==> src/rtl/core/ptzd_pkg.sv <==
`default_nettype none

package ptzd_pkg;

    // Message geometry.
    localparam int MSG_BYTES   = 10;
    localparam int BYTE_W      = 8;
    localparam int MSG_BITS    = MSG_BYTES * BYTE_W;
    localparam int COUNT_W     = 4;
    localparam int SPEED_W     = 11;

    // Defaults for the top-level parameters.
    localparam int MAX_SPEED_DEF   = 2047;
    localparam int QUEUE_DEPTH_DEF = 2;

    // Byte values and message lengths.
    localparam logic [BYTE_W-1:0]  START_FLAG   = 8'h80;
    localparam logic [COUNT_W-1:0] LEN_STATUS   = 4'd2;
    localparam logic [COUNT_W-1:0] LEN_COMMAND  = 4'd6;
    localparam logic [COUNT_W-1:0] LEN_EXTENDED = 4'd10;

    // Direction codes for pan and tilt.
    localparam logic [1:0] DIR_NONE = 2'd0;
    localparam logic [1:0] DIR_NEG  = 2'd1;
    localparam logic [1:0] DIR_POS  = 2'd2;

    // Lens pair codes.
    localparam logic [1:0] LENS_NONE   = 2'd0;
    localparam logic [1:0] LENS_FIRST  = 2'd1;
    localparam logic [1:0] LENS_SECOND = 2'd2;

    // Preset action codes.
    localparam logic [1:0] PRESET_NONE   = 2'd0;
    localparam logic [1:0] PRESET_RECALL = 2'd1;
    localparam logic [1:0] PRESET_STORE  = 2'd2;

    // Result kinds as seen on the msg_kind port.
    typedef enum logic [2:0] {
        KIND_STATUS     = 3'd0,
        KIND_COMMAND    = 3'd1,
        KIND_EXT_SPEED  = 3'd2,
        KIND_EXT_PRESET = 3'd3,
        KIND_EXT_STATUS = 3'd4,
        KIND_DROPPED    = 3'd5
    } msg_kind_t;

    // What the front end found when it closed a word.
    typedef enum logic [1:0] {
        FR_DROPPED  = 2'd0,
        FR_STATUS   = 2'd1,
        FR_COMMAND  = 2'd2,
        FR_EXTENDED = 2'd3
    } frame_class_t;

    // One word passed from the front end to the back end.
    typedef struct packed {
        frame_class_t                       cls;
        logic [MSG_BYTES-1:0][BYTE_W-1:0]   bytes;
    } frame_t;

    // One decoded result.
    typedef struct packed {
        msg_kind_t          kind;
        logic [7:0]         receiver;
        logic [1:0]         pan_dir;
        logic [SPEED_W-1:0] pan_speed;
        logic [1:0]         tilt_dir;
        logic [SPEED_W-1:0] tilt_speed;
        logic [5:0]         lens_cmd;
        logic [3:0]         toggle_flags;
        logic [5:0]         aux_flags;
        logic [1:0]         preset_action;
        logic [6:0]         preset_number;
        logic [2:0]         status_flags;
    } result_t;

    // Pick one of two exclusive bits; the first one wins.
    function automatic logic [1:0] pick2(input logic first_bit, input logic second_bit);
        logic [1:0] code;
        if (first_bit) begin
            code = LENS_FIRST;
        end else if (second_bit) begin
            code = LENS_SECOND;
        end else begin
            code = LENS_NONE;
        end
        return code;
    endfunction

endpackage

`default_nettype wire

==> src/rtl/core/ptz_serial_message_decoder.sv <==
`default_nettype none

// Channel   Handshake         Moves        Fields
// -------   ---------------   ----------   ----------------------------------------------
// input     push / full       one byte     rx_byte
// result    empty / pop       one result   msg_kind, receiver, pan/tilt, lens, flags,
//                                          preset_action, preset_number, status_flags
//
// One byte is taken every cycle while full is low; the front counter gathers bytes
// and closes a word on the last byte of a message or on a dropped byte.
// A result reaches the ports through the queue entry, written on the edge that takes its
// closing byte, and then the decode output register, which loads once it is free or popped.
// Results can leave one per cycle while pop is high and words are waiting in the queue.
// Reset clears the byte counter, the queue and the output valid flag at once.
// Full rises only when the queue is full and the output register is held by pop low.

module ptz_serial_message_decoder
    import ptzd_pkg::*;
#(
    parameter int MAX_SPEED   = MAX_SPEED_DEF,
    parameter int QUEUE_DEPTH = QUEUE_DEPTH_DEF
)
(
    input  wire logic               clk,
    input  wire logic               rst_n,
    input  wire logic               push,
    output logic                    full,
    input  wire logic [BYTE_W-1:0]  rx_byte,
    output logic                    empty,
    input  wire logic               pop,
    output logic [2:0]              msg_kind,
    output logic [7:0]              receiver,
    output logic [1:0]              pan_dir,
    output logic [SPEED_W-1:0]      pan_speed,
    output logic [1:0]              tilt_dir,
    output logic [SPEED_W-1:0]      tilt_speed,
    output logic [5:0]              lens_cmd,
    output logic [3:0]              toggle_flags,
    output logic [5:0]              aux_flags,
    output logic [1:0]              preset_action,
    output logic [6:0]              preset_number,
    output logic [2:0]              status_flags
);

    logic    q_push;
    logic    q_full;
    logic    q_pop;
    logic    q_valid;
    frame_t  q_in;
    frame_t  q_head;
    result_t result;

    assign full = q_full;

    // Byte gathering and message classification.
    ptzd_front u_front
    (
        .clk     (clk),
        .rst_n   (rst_n),
        .push    (push),
        .rx_byte (rx_byte),
        .q_full  (q_full),
        .q_push  (q_push),
        .q_frame (q_in)
    );

    // Word queue between the two halves.
    ptzd_queue #(
        .QUEUE_DEPTH (QUEUE_DEPTH)
    ) u_queue
    (
        .clk        (clk),
        .rst_n      (rst_n),
        .push       (q_push),
        .push_frame (q_in),
        .full       (q_full),
        .pop        (q_pop),
        .valid      (q_valid),
        .head       (q_head)
    );

    // Field decode and result register.
    ptzd_back #(
        .MAX_SPEED (MAX_SPEED)
    ) u_back
    (
        .clk     (clk),
        .rst_n   (rst_n),
        .q_valid (q_valid),
        .q_head  (q_head),
        .q_pop   (q_pop),
        .pop     (pop),
        .empty   (empty),
        .result  (result)
    );

    // Result fields to their ports.
    assign msg_kind      = result.kind;
    assign receiver      = result.receiver;
    assign pan_dir       = result.pan_dir;
    assign pan_speed     = result.pan_speed;
    assign tilt_dir      = result.tilt_dir;
    assign tilt_speed    = result.tilt_speed;
    assign lens_cmd      = result.lens_cmd;
    assign toggle_flags  = result.toggle_flags;
    assign aux_flags     = result.aux_flags;
    assign preset_action = result.preset_action;
    assign preset_number = result.preset_number;
    assign status_flags  = result.status_flags;

endmodule

`default_nettype wire

==> src/rtl/core/ptzd_front.sv <==
`default_nettype none

module ptzd_front
    import ptzd_pkg::*;
(
    input  wire logic              clk,
    input  wire logic              rst_n,
    input  wire logic              push,
    input  wire logic [BYTE_W-1:0] rx_byte,
    input  wire logic              q_full,
    output logic                   q_push,
    output frame_t                 q_frame
);

    logic [COUNT_W-1:0]               byte_count_reg, byte_count_next;
    logic [COUNT_W-1:0]               msg_length_reg, msg_length_next;
    logic [MSG_BYTES-1:0][BYTE_W-1:0] bytes_reg;

    logic               accept;
    logic [COUNT_W-1:0] count_inc;
    logic [COUNT_W-1:0] len_new;
    logic [COUNT_W-1:0] len_eff;

    assign accept    = push && !q_full;
    assign count_inc = byte_count_reg + COUNT_W'(1);

    // Byte 1 settles the length: bit 4 marks a command, bit 6 an extended one.
    assign len_new = rx_byte[4] ? (rx_byte[6] ? LEN_EXTENDED : LEN_COMMAND) : LEN_STATUS;
    assign len_eff = (count_inc == COUNT_W'(2)) ? len_new : msg_length_reg;

    // Counting, classifying and building the outgoing word.
    always_comb
    begin
        byte_count_next = byte_count_reg;
        msg_length_next = msg_length_reg;
        q_push          = 1'b0;
        q_frame.bytes   = bytes_reg;
        q_frame.bytes[byte_count_reg] = rx_byte;
        q_frame.cls     = FR_DROPPED;
        if (accept) begin
            if (byte_count_reg == '0) begin
                if ((rx_byte & START_FLAG) == '0) begin
                    q_push = 1'b1;
                end else begin
                    byte_count_next = COUNT_W'(1);
                    msg_length_next = '0;
                end
            end else if (count_inc >= len_eff) begin
                q_push          = 1'b1;
                byte_count_next = '0;
                msg_length_next = '0;
                if (len_eff == LEN_STATUS) begin
                    q_frame.cls = FR_STATUS;
                end else if (len_eff == LEN_COMMAND) begin
                    q_frame.cls = FR_COMMAND;
                end else begin
                    q_frame.cls = FR_EXTENDED;
                end
            end else begin
                byte_count_next = count_inc;
                msg_length_next = len_eff;
            end
        end
    end

    // Control registers.
    always_ff @(posedge clk or negedge rst_n)
    begin
        if (!rst_n) begin
            byte_count_reg <= '0;
            msg_length_reg <= '0;
        end else begin
            byte_count_reg <= byte_count_next;
            msg_length_reg <= msg_length_next;
        end
    end

    // Gathered bytes; each accepted byte lands at the current count.
    always_ff @(posedge clk)
    begin
        if (accept) begin
            bytes_reg[byte_count_reg] <= rx_byte;
        end
    end

endmodule

`default_nettype wire

==> src/rtl/core/ptzd_queue.sv <==
`default_nettype none

module ptzd_queue
    import ptzd_pkg::*;
#(
    parameter int QUEUE_DEPTH = QUEUE_DEPTH_DEF
)
(
    input  wire logic   clk,
    input  wire logic   rst_n,
    input  wire logic   push,
    input  wire frame_t push_frame,
    output logic        full,
    input  wire logic   pop,
    output logic        valid,
    output frame_t      head
);

    localparam int PTR_W = (QUEUE_DEPTH > 1) ? $clog2(QUEUE_DEPTH) : 1;
    localparam int CNT_W = $clog2(QUEUE_DEPTH + 1);

    frame_t             entries_reg [QUEUE_DEPTH];
    logic [PTR_W-1:0]   wr_ptr_reg, wr_ptr_next;
    logic [PTR_W-1:0]   rd_ptr_reg, rd_ptr_next;
    logic [CNT_W-1:0]   count_reg, count_next;
    logic               do_push;
    logic               do_pop;

    assign full    = (count_reg == CNT_W'(QUEUE_DEPTH));
    assign valid   = (count_reg != '0);
    assign do_push = push && !full;
    assign do_pop  = pop && valid;
    assign head    = entries_reg[rd_ptr_reg];

    // Pointer and fill-level updates with wrap at the depth.
    always_comb
    begin
        wr_ptr_next = wr_ptr_reg;
        rd_ptr_next = rd_ptr_reg;
        count_next  = count_reg;
        if (do_push) begin
            wr_ptr_next = (wr_ptr_reg == PTR_W'(QUEUE_DEPTH - 1)) ? '0 : wr_ptr_reg + PTR_W'(1);
        end
        if (do_pop) begin
            rd_ptr_next = (rd_ptr_reg == PTR_W'(QUEUE_DEPTH - 1)) ? '0 : rd_ptr_reg + PTR_W'(1);
        end
        if (do_push && !do_pop) begin
            count_next = count_reg + CNT_W'(1);
        end else if (do_pop && !do_push) begin
            count_next = count_reg - CNT_W'(1);
        end
    end

    always_ff @(posedge clk or negedge rst_n)
    begin
        if (!rst_n) begin
            wr_ptr_reg <= '0;
            rd_ptr_reg <= '0;
            count_reg  <= '0;
        end else begin
            wr_ptr_reg <= wr_ptr_next;
            rd_ptr_reg <= rd_ptr_next;
            count_reg  <= count_next;
        end
    end

    // Entry storage.
    always_ff @(posedge clk)
    begin
        if (do_push) begin
            entries_reg[wr_ptr_reg] <= push_frame;
        end
    end

endmodule

`default_nettype wire

==> src/rtl/core/ptzd_back.sv <==
`default_nettype none

module ptzd_back
    import ptzd_pkg::*;
#(
    parameter int MAX_SPEED = MAX_SPEED_DEF
)
(
    input  wire logic   clk,
    input  wire logic   rst_n,
    input  wire logic   q_valid,
    input  wire frame_t q_head,
    output logic        q_pop,
    input  wire logic   pop,
    output logic        empty,
    output result_t     result
);

    localparam logic [SPEED_W-1:0] SPEED_FULL = SPEED_W'(MAX_SPEED);

    logic                             out_valid_reg, out_valid_next;
    result_t                          out_reg;
    result_t                          dec;
    logic [MSG_BITS-1:0]              m;
    logic [MSG_BYTES-1:0][BYTE_W-1:0] b;

    assign b = q_head.bytes;
    assign m = q_head.bytes;

    // Field extraction for the word at the head of the queue.
    always_comb
    begin
        dec          = '0;
        dec.receiver = {b[0][3:0], b[1][3:0]};
        unique case (q_head.cls)
            FR_DROPPED:
            begin
                dec      = '0;
                dec.kind = KIND_DROPPED;
            end
            FR_STATUS:
            begin
                dec.kind = KIND_STATUS;
            end
            FR_COMMAND, FR_EXTENDED:
            begin
                dec.kind = (q_head.cls == FR_EXTENDED) ? KIND_EXT_SPEED : KIND_COMMAND;

                // Pan: right beats left; no bit means left at zero speed.
                if (m[21]) begin
                    dec.pan_dir   = DIR_POS;
                    dec.pan_speed = SPEED_FULL;
                end else if (m[22]) begin
                    dec.pan_dir   = DIR_NEG;
                    dec.pan_speed = SPEED_FULL;
                end else begin
                    dec.pan_dir   = DIR_NEG;
                    dec.pan_speed = '0;
                end

                // Tilt: up beats down.
                if (m[20]) begin
                    dec.tilt_dir   = DIR_POS;
                    dec.tilt_speed = SPEED_FULL;
                end else if (m[19]) begin
                    dec.tilt_dir   = DIR_NEG;
                    dec.tilt_speed = SPEED_FULL;
                end else begin
                    dec.tilt_dir   = DIR_NEG;
                    dec.tilt_speed = '0;
                end

                dec.lens_cmd     = {pick2(m[29], m[30]), pick2(m[27], m[28]),
                                    pick2(m[26], m[25])};
                dec.toggle_flags = {m[24], m[18], m[17], m[13]};
                dec.aux_flags    = {m[33], m[34], m[35], m[36], m[37], m[38]};

                // Preset in the command bytes; recall wins over store.
                if (m[45] || m[46]) begin
                    dec.preset_action = m[45] ? PRESET_RECALL : PRESET_STORE;
                    dec.preset_number = {3'b000, b[5][3:0]};
                    dec.pan_dir       = DIR_NONE;
                    dec.tilt_dir      = DIR_NONE;
                    dec.toggle_flags  = '0;
                end

                // Extended part of a ten-byte message.
                if (q_head.cls == FR_EXTENDED) begin
                    if (m[52]) begin
                        if (m[49]) begin
                            dec.kind         = KIND_EXT_STATUS;
                            dec.status_flags = {m[48] && m[58], m[57], m[56]};
                        end else begin
                            dec.kind          = KIND_EXT_PRESET;
                            dec.preset_action = m[48] ? PRESET_STORE : PRESET_RECALL;
                            dec.preset_number = b[7][6:0];
                            dec.pan_dir       = DIR_NONE;
                            dec.tilt_dir      = DIR_NONE;
                            dec.toggle_flags  = '0;
                            dec.pan_speed     = {4'b0000, b[8][6:0]};
                            dec.tilt_speed    = {4'b0000, b[9][6:0]};
                        end
                    end else begin
                        dec.pan_speed  = {b[6][3:0], b[7][6:0]};
                        dec.tilt_speed = {b[8][3:0], b[9][6:0]};
                    end
                end
            end
            default:
            begin
                dec = '0;
            end
        endcase
    end

    // The output register loads whenever the queue holds a word and the register is free or being drained.
    assign q_pop  = q_valid && (!out_valid_reg || pop);
    assign empty  = !out_valid_reg;
    assign result = out_reg;

    always_comb
    begin
        out_valid_next = out_valid_reg;
        if (q_pop) begin
            out_valid_next = 1'b1;
        end else if (pop) begin
            out_valid_next = 1'b0;
        end
    end

    always_ff @(posedge clk or negedge rst_n)
    begin
        if (!rst_n) begin
            out_valid_reg <= 1'b0;
        end else begin
            out_valid_reg <= out_valid_next;
        end
    end

    always_ff @(posedge clk)
    begin
        if (q_pop) begin
            out_reg <= dec;
        end
    end

endmodule

`default_nettype wire

==> config.mk <==
export PLATFORM = sky130hd
export DESIGN_NAME = ptz_serial_message_decoder
export DESIGN_NICKNAME = d
export VERILOG_FILES = /design/src/rtl/core/ptzd_pkg.sv /design/src/rtl/core/ptz_serial_message_decoder.sv /design/src/rtl/core/ptzd_front.sv /design/src/rtl/core/ptzd_queue.sv /design/src/rtl/core/ptzd_back.sv
export SDC_FILE = /design/constraint.sdc
export NUM_CORES = 1
export LEC_CHECK = 0
export ABC_AREA = 0
export BUFFER_PORTS_ARGS = -buffer_cell sky130_fd_sc_hd__buf_2
export CAP_MARGIN = 20
export CORE_ASPECT_RATIO = 0.8
export CORE_UTILIZATION = 45
export DETAILED_ROUTE_END_ITERATION = 6
export PLACE_DENSITY_LB_ADDON = 0.3
export SYNTH_ARGS = -nofsm -noshare
export SYNTH_HDL_FRONTEND = slang
export SYNTH_SLANG_ARGS = --single-unit
==> constraint.sdc <==
create_clock -name clk -period 6.2 [get_ports clk]
set_input_delay 0.31 -clock clk [delete_from_list [all_inputs] [get_ports clk]]
set_output_delay 0.31 -clock clk [all_outputs]
set_load 0.01 [all_outputs]
==> impl_metrics.tcl, run 1 <==
set metrics [dict create \
    synth_top_family_by_area "multiplexers" \
    ctsRootBufferMaster "clkbuf_16" \
    rr_worst_depth 13 \
    synth_compound_area_frac 0.0511 \
    antenna_found_initial 0 \
    yosysTopAreaCell "edfxtp_1" \
    synth_edf_count 249 \
    fp-row-count 49 \
    cts_tree "yes" \
    pin_count 79 \
    synth_seq_cells 262 \
    avgSynthCellArea_sq_um 16.5 \
    die_x_um 173 \
    crit_path_end_kind "flip-flop" \
    setup_violations 0 \
    fin_crit_ns 4.48 \
    fin_setup_tns_ns 0 \
    worstSkewPairLatency_ns 0.55 \
    synth.area.top_cells "edfxtp_1, mux2_2, mux2i_1" \
    grt.overflow.total 0 \
    numCtsBuffers 27 \
    core_sq_um 22600 \
    fin_skew_ns 0.0136 \
    power_density_nw_per_um2 575 \
    drv_cap 0 \
    relSlewSlack 0.274 \
    hold_ws_ns 0.0386 \
    place.gp.congestion 0.781 \
    die_y_um 138 \
    synth_xor_area_frac 0.00585 \
    nets 745 \
    syn-num-nets 654 \
    routedWlPerCell_um 19.4 \
    tightest_slew_ns 1.09 \
    cts.path.max_buffers 3 \
    cp_max_fo 36 \
    routed_wirelength_mm 20.4 \
    dr.pass1.iters 5 \
    ys.flop_type "edfxtp_1" \
    viasPerCell 5.31 \
    synth_common_cells "edfxtp_1, mux2_2, nor2_1" \
    yosysSeqAreaShare 0.745 \
    die_area_sq_um 23900 \
    min_from "pop" \
    path_clk_slew_ns 0.06 \
    rsz0062_at_grt "no" \
    r2r_end "u_queue.entries_reg[0][46]" \
    drive_above_1_share 0.269 \
    syn_to_final_growth_pct 16.4 \
    r2r-start "u_front.byte_count_reg[0]" \
    required_ns 6.43 \
    cts_max_level 1 \
    syn-instance-count 634 \
    power.leakage_nw 4.45 \
    start_util 0.463 \
    synthSimpleGateAreaFrac 0.0554 \
    post-cts-setup-buffer-count 0 \
    final.period_utilization 0.723 \
    grt_max_degree 66 \
    antenna_cells 0 \
    status "complete, no violations" \
    hold_depth 3 \
    dp_slack_ns 1.74 \
    grt_pass1_wl_mm 31.7 \
    hold_violations 0 \
    async_reset_ff_frac 0.0496 \
    synth_most_common_cell "edfxtp_1" \
    antenna_left 0 \
    synthAdderAreaFrac 0.00956 \
    start_kind "flip-flop" \
    numPortBuffers 78 \
    peakVddDrop_uv 286 \
    slew_violations 0 \
    vias 5581 \
    min_path_type "primary input to flip-flop" \
    drc_errors 0 \
    synth.area.mux_share 0.118 \
    track_usage 0.171 \
    fin_ws_ns 1.72 \
    min_to "u_back.out_valid_reg" \
    largest_register_ffs 124 \
    reg2reg_slack_ns 1.72 \
    synth.distinct_cells 47 \
    max_freq_mhz 223 \
    hpwl_mm 12.9 \
    drt_iter0_drc 435 \
    synth_top_area_frac 0.714 \
    grt_pass1_vias 5720 \
    yosys_warnings 0 \
    path_class "flip-flop to flip-flop" \
    cp.arrival_ns 4.71 \
    synthesis.area_sq_um 10500 \
    cts_sinks 262 \
]
[placed cells by master, fill, tap and decap left out, types with 2 or more instances in the layout]
master | netlist | layout
edfxtp_1 | 249 | 249
buf_2 | 10 | 78
mux2_2 | 62 | 62
nor2_1 | 61 | 61
mux2i_1 | 52 | 51
clkbuf_16 | 0 | 27
nand2_1 | 23 | 23
o21ai_0 | 21 | 21
a21oi_1 | 17 | 17
nor2b_1 | 13 | 12
dfrtp_1 | 13 | 12
o22ai_1 | 11 | 11
inv_1 | 12 | 10
ha_1 | 8 | 8
nand2b_1 | 7 | 7
bufinv_16 | 0 | 6
clkinv_1 | 1 | 5
clkbuf_1 | 7 | 5
clkinv_2 | 0 | 5
buf_4 | 2 | 5
a32oi_1 | 4 | 4
and2_1 | 5 | 4
nor3_1 | 4 | 4
xnor2_1 | 4 | 4
and3_1 | 4 | 4
a211oi_1 | 4 | 4
o31ai_1 | 4 | 4
nand3_1 | 3 | 3
o32a_1 | 3 | 3
xor2_1 | 3 | 3
inv_2 | 0 | 2
or3_1 | 2 | 2
or2_2 | 2 | 2
a32o_1 | 2 | 2
[stage by stage]
stage,instance area [sq um],power [mW],instances,utilization
floorplan,10500,4.59,634,-
global placement,11200,5.26,1000,0.496
detailed placement,11200,5.33,1000,0.496
CTS,12200,7.05,1051,0.538
global route,12200,7.37,1052,0.539
finish,12200,7.01,1052,0.539
[how the worst max path moves through the flow]
stage | from | end | slack (ns) | cells past startpoint
5_1_grt | u_front.byte_count_reg[0] | u_queue.entries_reg[0][45] | 1.39 | 13
3_3_place_gp | u_front.byte_count_reg[0] | u_queue.entries_reg[0][24] | 1.85 | 13
3_5_place_dp | u_front.byte_count_reg[0] | u_queue.entries_reg[0][24] | 1.74 | 13
4_1_cts | u_front.byte_count_reg[0] | u_queue.entries_reg[0][3] | 1.72 | 13
6_report | u_front.byte_count_reg[0] | u_queue.entries_reg[0][46] | 1.72 | 13
2_1_floorplan | u_front.byte_count_reg[0] | u_queue.entries_reg[0][0] | 0.32 | 13
[per-layer routing]
metal  routed length [um]  vias to the layer above  track usage
li1                     -                     2606            -
met1                 9520                     2805        0.238
met2                 9560                      134        0.279
met3                  899                       36       0.0292
met4                  454                        0       0.0446
met5                    0                        -            0
[power breakdown]
| group | internal (mW) | switching [mW] |
|---|---|---|
| combinational | 0.763 | 1.36 |
| clock | 1.05 | 0.663 |
| sequential | 2.92 | 0.245 |
[cells by family after synthesis]
group                      count (synthesis)
buffers and inverters                     37
and+or+nand+nor                          127
DFF                                      262
AOI/OAI and AO/OA                         78
muxes                                    115
adders and majority gates                  8
xor gates and xnor gates                   7
[layout make-up]
| class | instances | area (sq um) |
|---|---|---|
| Fill cell | 1825 | 10400 |
| Sequential cell | 262 | 7810 |
| Multi-Input combinational cell | 335 | 2530 |
| Clock buffer | 32 | 694 |
| Timing Repair Buffer | 86 | 465 |
| Tap cell | 306 | 383 |
| Clock inverter | 18 | 256 |
| Inverter | 13 | 48.8 |
[critical path, stage by stage, from the launching register on]
cell and delay, ns:
dfrtp_1 0.45, ha_1 0.35, a21boi_1 0.20, a21oi_1 0.13
o32a_1 0.44, and2_1 0.21, ha_1 0.26, nand2b_1 0.10
a211oi_1 0.10, o21ai_0 0.24, mux2i_2 0.17, o31ai_4 0.35
nor2b_4 0.82, buf_12 0.31
[repair_timing]
action | CTS | global route
hold buffers | 1 | 0
endpoints found under the hold margin | 13 | 0
setup endpoints to repair | 0 | 0
gates resized for setup | 0 | 0
(Power assumes the default switching activity.)
==> run 2, diff against run 1 <==
==> constraint.sdc (replaced) <==
create_clock -name clk -period 3.7 [get_ports clk]
set_input_delay 0.185 -clock clk [delete_from_list [all_inputs] [get_ports clk]]
set_output_delay 0.185 -clock clk [all_outputs]
set_load 0.01 [all_outputs]
==> run 2 against run 1 <==
Net effect: flip-flop and latch count unchanged; sequential share of layout area up 0.41 points; via count up 1.6%; global-route usage up 0.49 points; largest cell class unchanged; cell area down 0.61%; combinational power up 75%; sequential power up 68%; power up 63%; critical path type unchanged; fmax up 28%.
==> impl_metrics.tcl, run 2 (synthesis results as in run 1) <==
set metrics [dict create \
    switching_share 0.333 \
    required_ns 3.91 \
    track_usage 0.176 \
    post-cts-setup-buffer-count 0 \
    slowest_stage "dfrtp_2" \
    core_sq_um 22600 \
    worstSkewPairLatency_ns 0.52 \
    start_kind "flip-flop" \
    p_sw_mw 3.80 \
    power.share.clock 0.209 \
    layout.area.seq_sq_um 7810 \
    max_freq_mhz 285 \
    p_comb_frac 0.324 \
    totalPowerFinal_mw 11.4 \
    drv_cap 0 \
    hold_violations 0 \
    hold_ws_ns 0.0968 \
    final_core_util 0.535 \
    cts_tree "yes" \
    layout_common_cells "edfxtp_1, buf_2, mux2_2, nor2_1, mux2i_1" \
    fp-row-count 49 \
    fin_skew_ns 0.0116 \
    multi_input_area_sq_um 2550 \
    die_y_um 138 \
    start_util 0.463 \
    cts_max_level 1 \
    relSlewSlack 0.352 \
    final.period_utilization 0.949 \
    drive_above_1_share 0.275 \
    drt_iter0_drc 435 \
    viasPerCell 5.38 \
    place_area_sq_um 11300 \
    seqPwrFrac 0.466 \
    cp_max_fo 35 \
    grt_max_degree 53 \
    final_area_sq_um 12100 \
    place_inst 1006 \
    status "complete, no violations" \
    pin_count 79 \
    routedWlPerCell_um 19.5 \
    max_stage_delay_ns 0.46 \
    routed_wirelength_mm 20.6 \
    tightest_slew_ns 0.970 \
    ctsRootBufferMaster "clkbuf_16" \
    cp_cell_sequence "ha_4 -> a21boi_2 -> a21oi_2 -> o32a_2 -> and2_1 -> ha_1 -> nand2b_1 -> a211oi_2 -> o21ai_1 -> mux2i_2 -> o31ai_4 -> nor2b_4 -> buf_12" \
    antenna_found_initial 0 \
    numPortBuffers 78 \
    dr.pass1.iters 5 \
    numCtsBuffers 27 \
    drc_errors 0 \
    hpwl_mm 13.4 \
    antenna_left 0 \
    rsz0062_at_grt "no" \
    grt_pass1_wl_mm 32.5 \
    final_common_cell "edfxtp_1" \
    nets 751 \
    antenna_cells 0 \
    fill_cells 1819 \
    die_area_sq_um 23900 \
    cts.path.max_buffers 3 \
    syn_to_final_growth_pct 15.7 \
    peakVddDrop_uv 456 \
    grt.overflow.total 0 \
    path_class "flip-flop to flip-flop" \
    power_density_nw_per_um2 940 \
    rr_worst_depth 13 \
    slew_violations 0 \
    crit_start "u_front.byte_count_reg[0]" \
    largest_register_ffs 124 \
    crit_path_end_kind "flip-flop" \
    power.leakage_nw 4.40 \
    r2r-start "u_front.byte_count_reg[0]" \
    vias 5672 \
    die_x_um 173 \
    cts_sinks 262 \
    fin_crit_ns 3.51 \
    path_clk_slew_ns 0.06 \
    setup_violations 0 \
    grt_pass1_vias 5792 \
    cp.arrival_ns 3.72 \
    min_path_type "primary input to asynchronous set/reset pin" \
    final_cells 1055 \
    place.gp.congestion 0.814 \
    internal-power_mw 7.59 \
]
## run 2: cell types whose count changed in the layout (fill, tap and decap cells not counted), sizes merged
cell	change
inv	-3
clkbuf	+1
bufinv	-6
buf	+6
clkinv	+4
dlygate4sd3	+1
## run 2: area by class of cell
cell class,count,area share
Sequential cell,262,0.645
Multi-Input combinational cell,335,0.211
Clock buffer,34,0.0580
Timing Repair Buffer,92,0.0447
Tap cell,306,0.0316
Clock inverter,13,0.00589
Inverter,13,0.00434
## run 2: layer usage
layer / track usage / wire (um) / vias up
met5: 0 / 0 / -
met4: 0.0512 / 433 / 0
met3: 0.0261 / 957 / 33
met2: 0.280 / 9610 / 141
met1: 0.252 / 9620 / 2886
li1: - / - / 2612
## run 2: worst paths after layout
check | to | slack (ns)
max | u_queue.entries_reg[0][46] | 0.19
min | u_back.out_valid_reg | 0.1
max reg2reg | u_queue.entries_reg[0][46] | 0.19
min reg2reg | u_queue.count_reg[1] | 0.52
max in group asynchronous | u_queue.rd_ptr_reg | 3.33
min in group clk | u_queue.wr_ptr_reg | 0.16
## run 2: power by group through the flow
stage / clock network [mW] / logic [mW] / registers [mW]
6_report: 2.39 / 3.70 / 5.31
5_1_grt: 2.54 / 4.02 / 5.42
4_1_cts: 2.43 / 3.72 / 5.31
3_5_place_dp: 0 / 3.70 / 5.37
3_3_place_gp: 0 / 3.56 / 5.31
2_1_floorplan: 0 / 2.31 / 5.41
## run 2: critical path: cells and delay by family (launching register included)
kind / cells / cell delay, ns
AO/OA/AOI/OAI: 6 / 1.30
adder cells (fa/ha/maj): 2 / 0.48
buffers and inverters: 1 / 0.25
flip-flops: 1 / 0.46
multiplexers: 1 / 0.13
AND/OR/NAND/NOR: 3 / 0.55
## run 2: timing repair
action / in CTS / in global routing
hold endpoints to repair: 14 / 0
gates resized for setup: 1 / 4
pin swaps: 0 / 0
endpoints found under the setup margin: 22 / 130
hold buffers: 2 / 0
## run 2: metrics by stage
stage | setup WS, ns | setup TNS (ns)
after floorplan | -0.210 | -16.14
after global placement | 0.210 | 0
after detailed placement | -0.0130 | -0.233
after CTS | 0.0231 | 0
after global routing | 0.00787 | 0
final | 0.190 | 0
==> run 3, diff against run 2 <==
--- a/config.mk
+++ b/config.mk
@@ -6,11 +6,11 @@
 export NUM_CORES = 1
 export LEC_CHECK = 0
 export ABC_AREA = 0
-export BUFFER_PORTS_ARGS = -buffer_cell sky130_fd_sc_hd__buf_2
 export CAP_MARGIN = 20
 export CORE_ASPECT_RATIO = 0.8
 export CORE_UTILIZATION = 45
 export DETAILED_ROUTE_END_ITERATION = 6
+export DONT_BUFFER_PORTS = 1
 export PLACE_DENSITY_LB_ADDON = 0.3
 export SYNTH_ARGS = -nofsm -noshare
 export SYNTH_HDL_FRONTEND = slang
==> run 3 against run 2 <==
Net effect: wire length grew 1.5%; hold slack worse by 0.029 ns; global-route usage is 0.11 points lower; flip-flop and latch count unchanged; critical endpoint is now u_queue.entries_reg[0][77]; largest cell class unchanged.
==> impl_metrics.tcl, run 3 (synthesis results as in run 1) <==
set metrics [dict create \
    antenna_cells 0 \
    crit_path_end_kind "flip-flop" \
    ctsRootBufferMaster "clkbuf_16" \
    place.gp.congestion 0.795 \
    power.leakage_nw 4.15 \
    die_y_um 138 \
    cp_top_family "compound AO/OA/AOI/OAI gates" \
    grt_max_degree 63 \
    rsz0062_at_grt "no" \
    dp_slack_ns 0.00785 \
    layout_common_cells "edfxtp_1, mux2_2, nor2_1, mux2i_1, clkbuf_16" \
    cp.arrival_ns 3.83 \
    hold_violations 0 \
    antenna_found_initial 0 \
    tightest_slew_ns 1.02 \
    worstSkewPairLatency_ns 0.53 \
    place_inst 926 \
    cp_cell_sequence "ha_4 -> a21boi_2 -> a21oi_2 -> o32a_4 -> and2_1 -> ha_1 -> nand2b_1 -> a211oi_4 -> o21ai_1 -> mux2i_2 -> o31ai_4 -> nor2b_4 -> buf_12" \
    max_freq_mhz 277 \
    die_x_um 173 \
    grt.overflow.total 0 \
    drt_iter0_drc 536 \
    hold_ws_ns 0.0677 \
    crit_buf_inv 1 \
    die_area_sq_um 23900 \
    totalPowerFinal_mw 11.3 \
    path_class "flip-flop to flip-flop" \
    routedWlPerCell_um 21.1 \
    slew_violations 0 \
    cts.path.max_buffers 3 \
    numPortBuffers 0 \
    grt_pass1_wl_mm 32.1 \
    start_util 0.463 \
    min_path_type "primary input to flip-flop" \
    final_common_cell "edfxtp_1" \
    final_cells 990 \
    largest_register_ffs 124 \
    antenna_left 0 \
    power_density_nw_per_um2 953 \
    track_usage 0.175 \
    final_area_sq_um 11900 \
    syn_to_final_growth_pct 13.7 \
    final_core_util 0.526 \
    core_sq_um 22600 \
    cp_max_fo 31 \
    final.period_utilization 0.976 \
    relSlewSlack 0.318 \
    peakVddDrop_uv 468 \
    drc_errors 0 \
    viasPerCell 5.51 \
    pin_count 79 \
    cts_tree "yes" \
    fin_setup_tns_ns 0 \
    fin_crit_ns 3.61 \
    place_area_sq_um 10900 \
    setup_violations 0 \
    fin_ws_ns 0.0878 \
    status "complete, no violations" \
    required_ns 3.91 \
    max_stage_delay_ns 0.45 \
    start_kind "flip-flop" \
    vias 5458 \
    cts_sinks 262 \
    slowest_stage "dfrtp_2" \
    numCtsBuffers 27 \
    dr.pass1.iters 5 \
    grt_pass1_vias 5446 \
    nets 684 \
    cts_max_level 1 \
    drive_above_1_share 0.199 \
    drv_cap 0 \
    fin_skew_ns 0.00932 \
    hpwl_mm 12.6 \
    routed_wirelength_mm 20.9 \
    fp-row-count 49 \
    path_clk_slew_ns 0.06 \
]
==> run 3: final timing paths <==
check                                          startpoint  slack, ns  depth (start not counted)                          to
worst min-delay path                                 push       0.07                          2   u_front.byte_count_reg[3]
worst min register to register       u_back.out_valid_reg       0.52                          2        u_back.out_valid_reg
max in group asynchronous                           rst_n       3.09                          1          u_queue.rd_ptr_reg
worst max register to register  u_front.byte_count_reg[1]       0.09                         13  u_queue.entries_reg[0][77]
worst max-delay path            u_front.byte_count_reg[1]       0.09                         13  u_queue.entries_reg[0][77]
min in group asynchronous                           rst_n       0.13                          1   u_front.msg_length_reg[3]
==> run 3: area by class of cell <==
class / instances / area, sq um
Multi-Input combinational cell: 335 / 2570
Fill cell: 1780 / 10700
Sequential cell: 262 / 7810
Timing Repair Buffer: 25 / 284
Inverter: 13 / 52.6
Clock buffer: 34 / 702
Tap cell: 306 / 383
Clock inverter: 15 / 104
==> run 3: routing by layer <==
| metal | vias up | track usage | wire length, um |
|---|---|---|---|
| met5 | - | 0 | 0 |
| met4 | 0 | 0.0573 | 552 |
| met3 | 41 | 0.0374 | 1080 |
| met2 | 164 | 0.273 | 9800 |
| met1 | 2767 | 0.245 | 9500 |
| li1 | 2486 | - | - |
==> run 3: where the power goes <==
group	total, mW	internal [mW]	leakage (nW)	switching, mW
Sequential	5.57	4.91	2.52	0.662
Clock	2.47	1.41	0.394	1.06
Combinational	3.30	1.22	1.24	2.08
==> run 3: timing repair <==
item | CTS | global route
hold buffers | 10 | 0
setup buffers | 0 | 2
endpoints found under the setup margin | 124 | 94
gates cloned | 1 | 2
resized for setup | 3 | 6
endpoints found under the hold margin | 194 | 0
pin swaps | 0 | 1
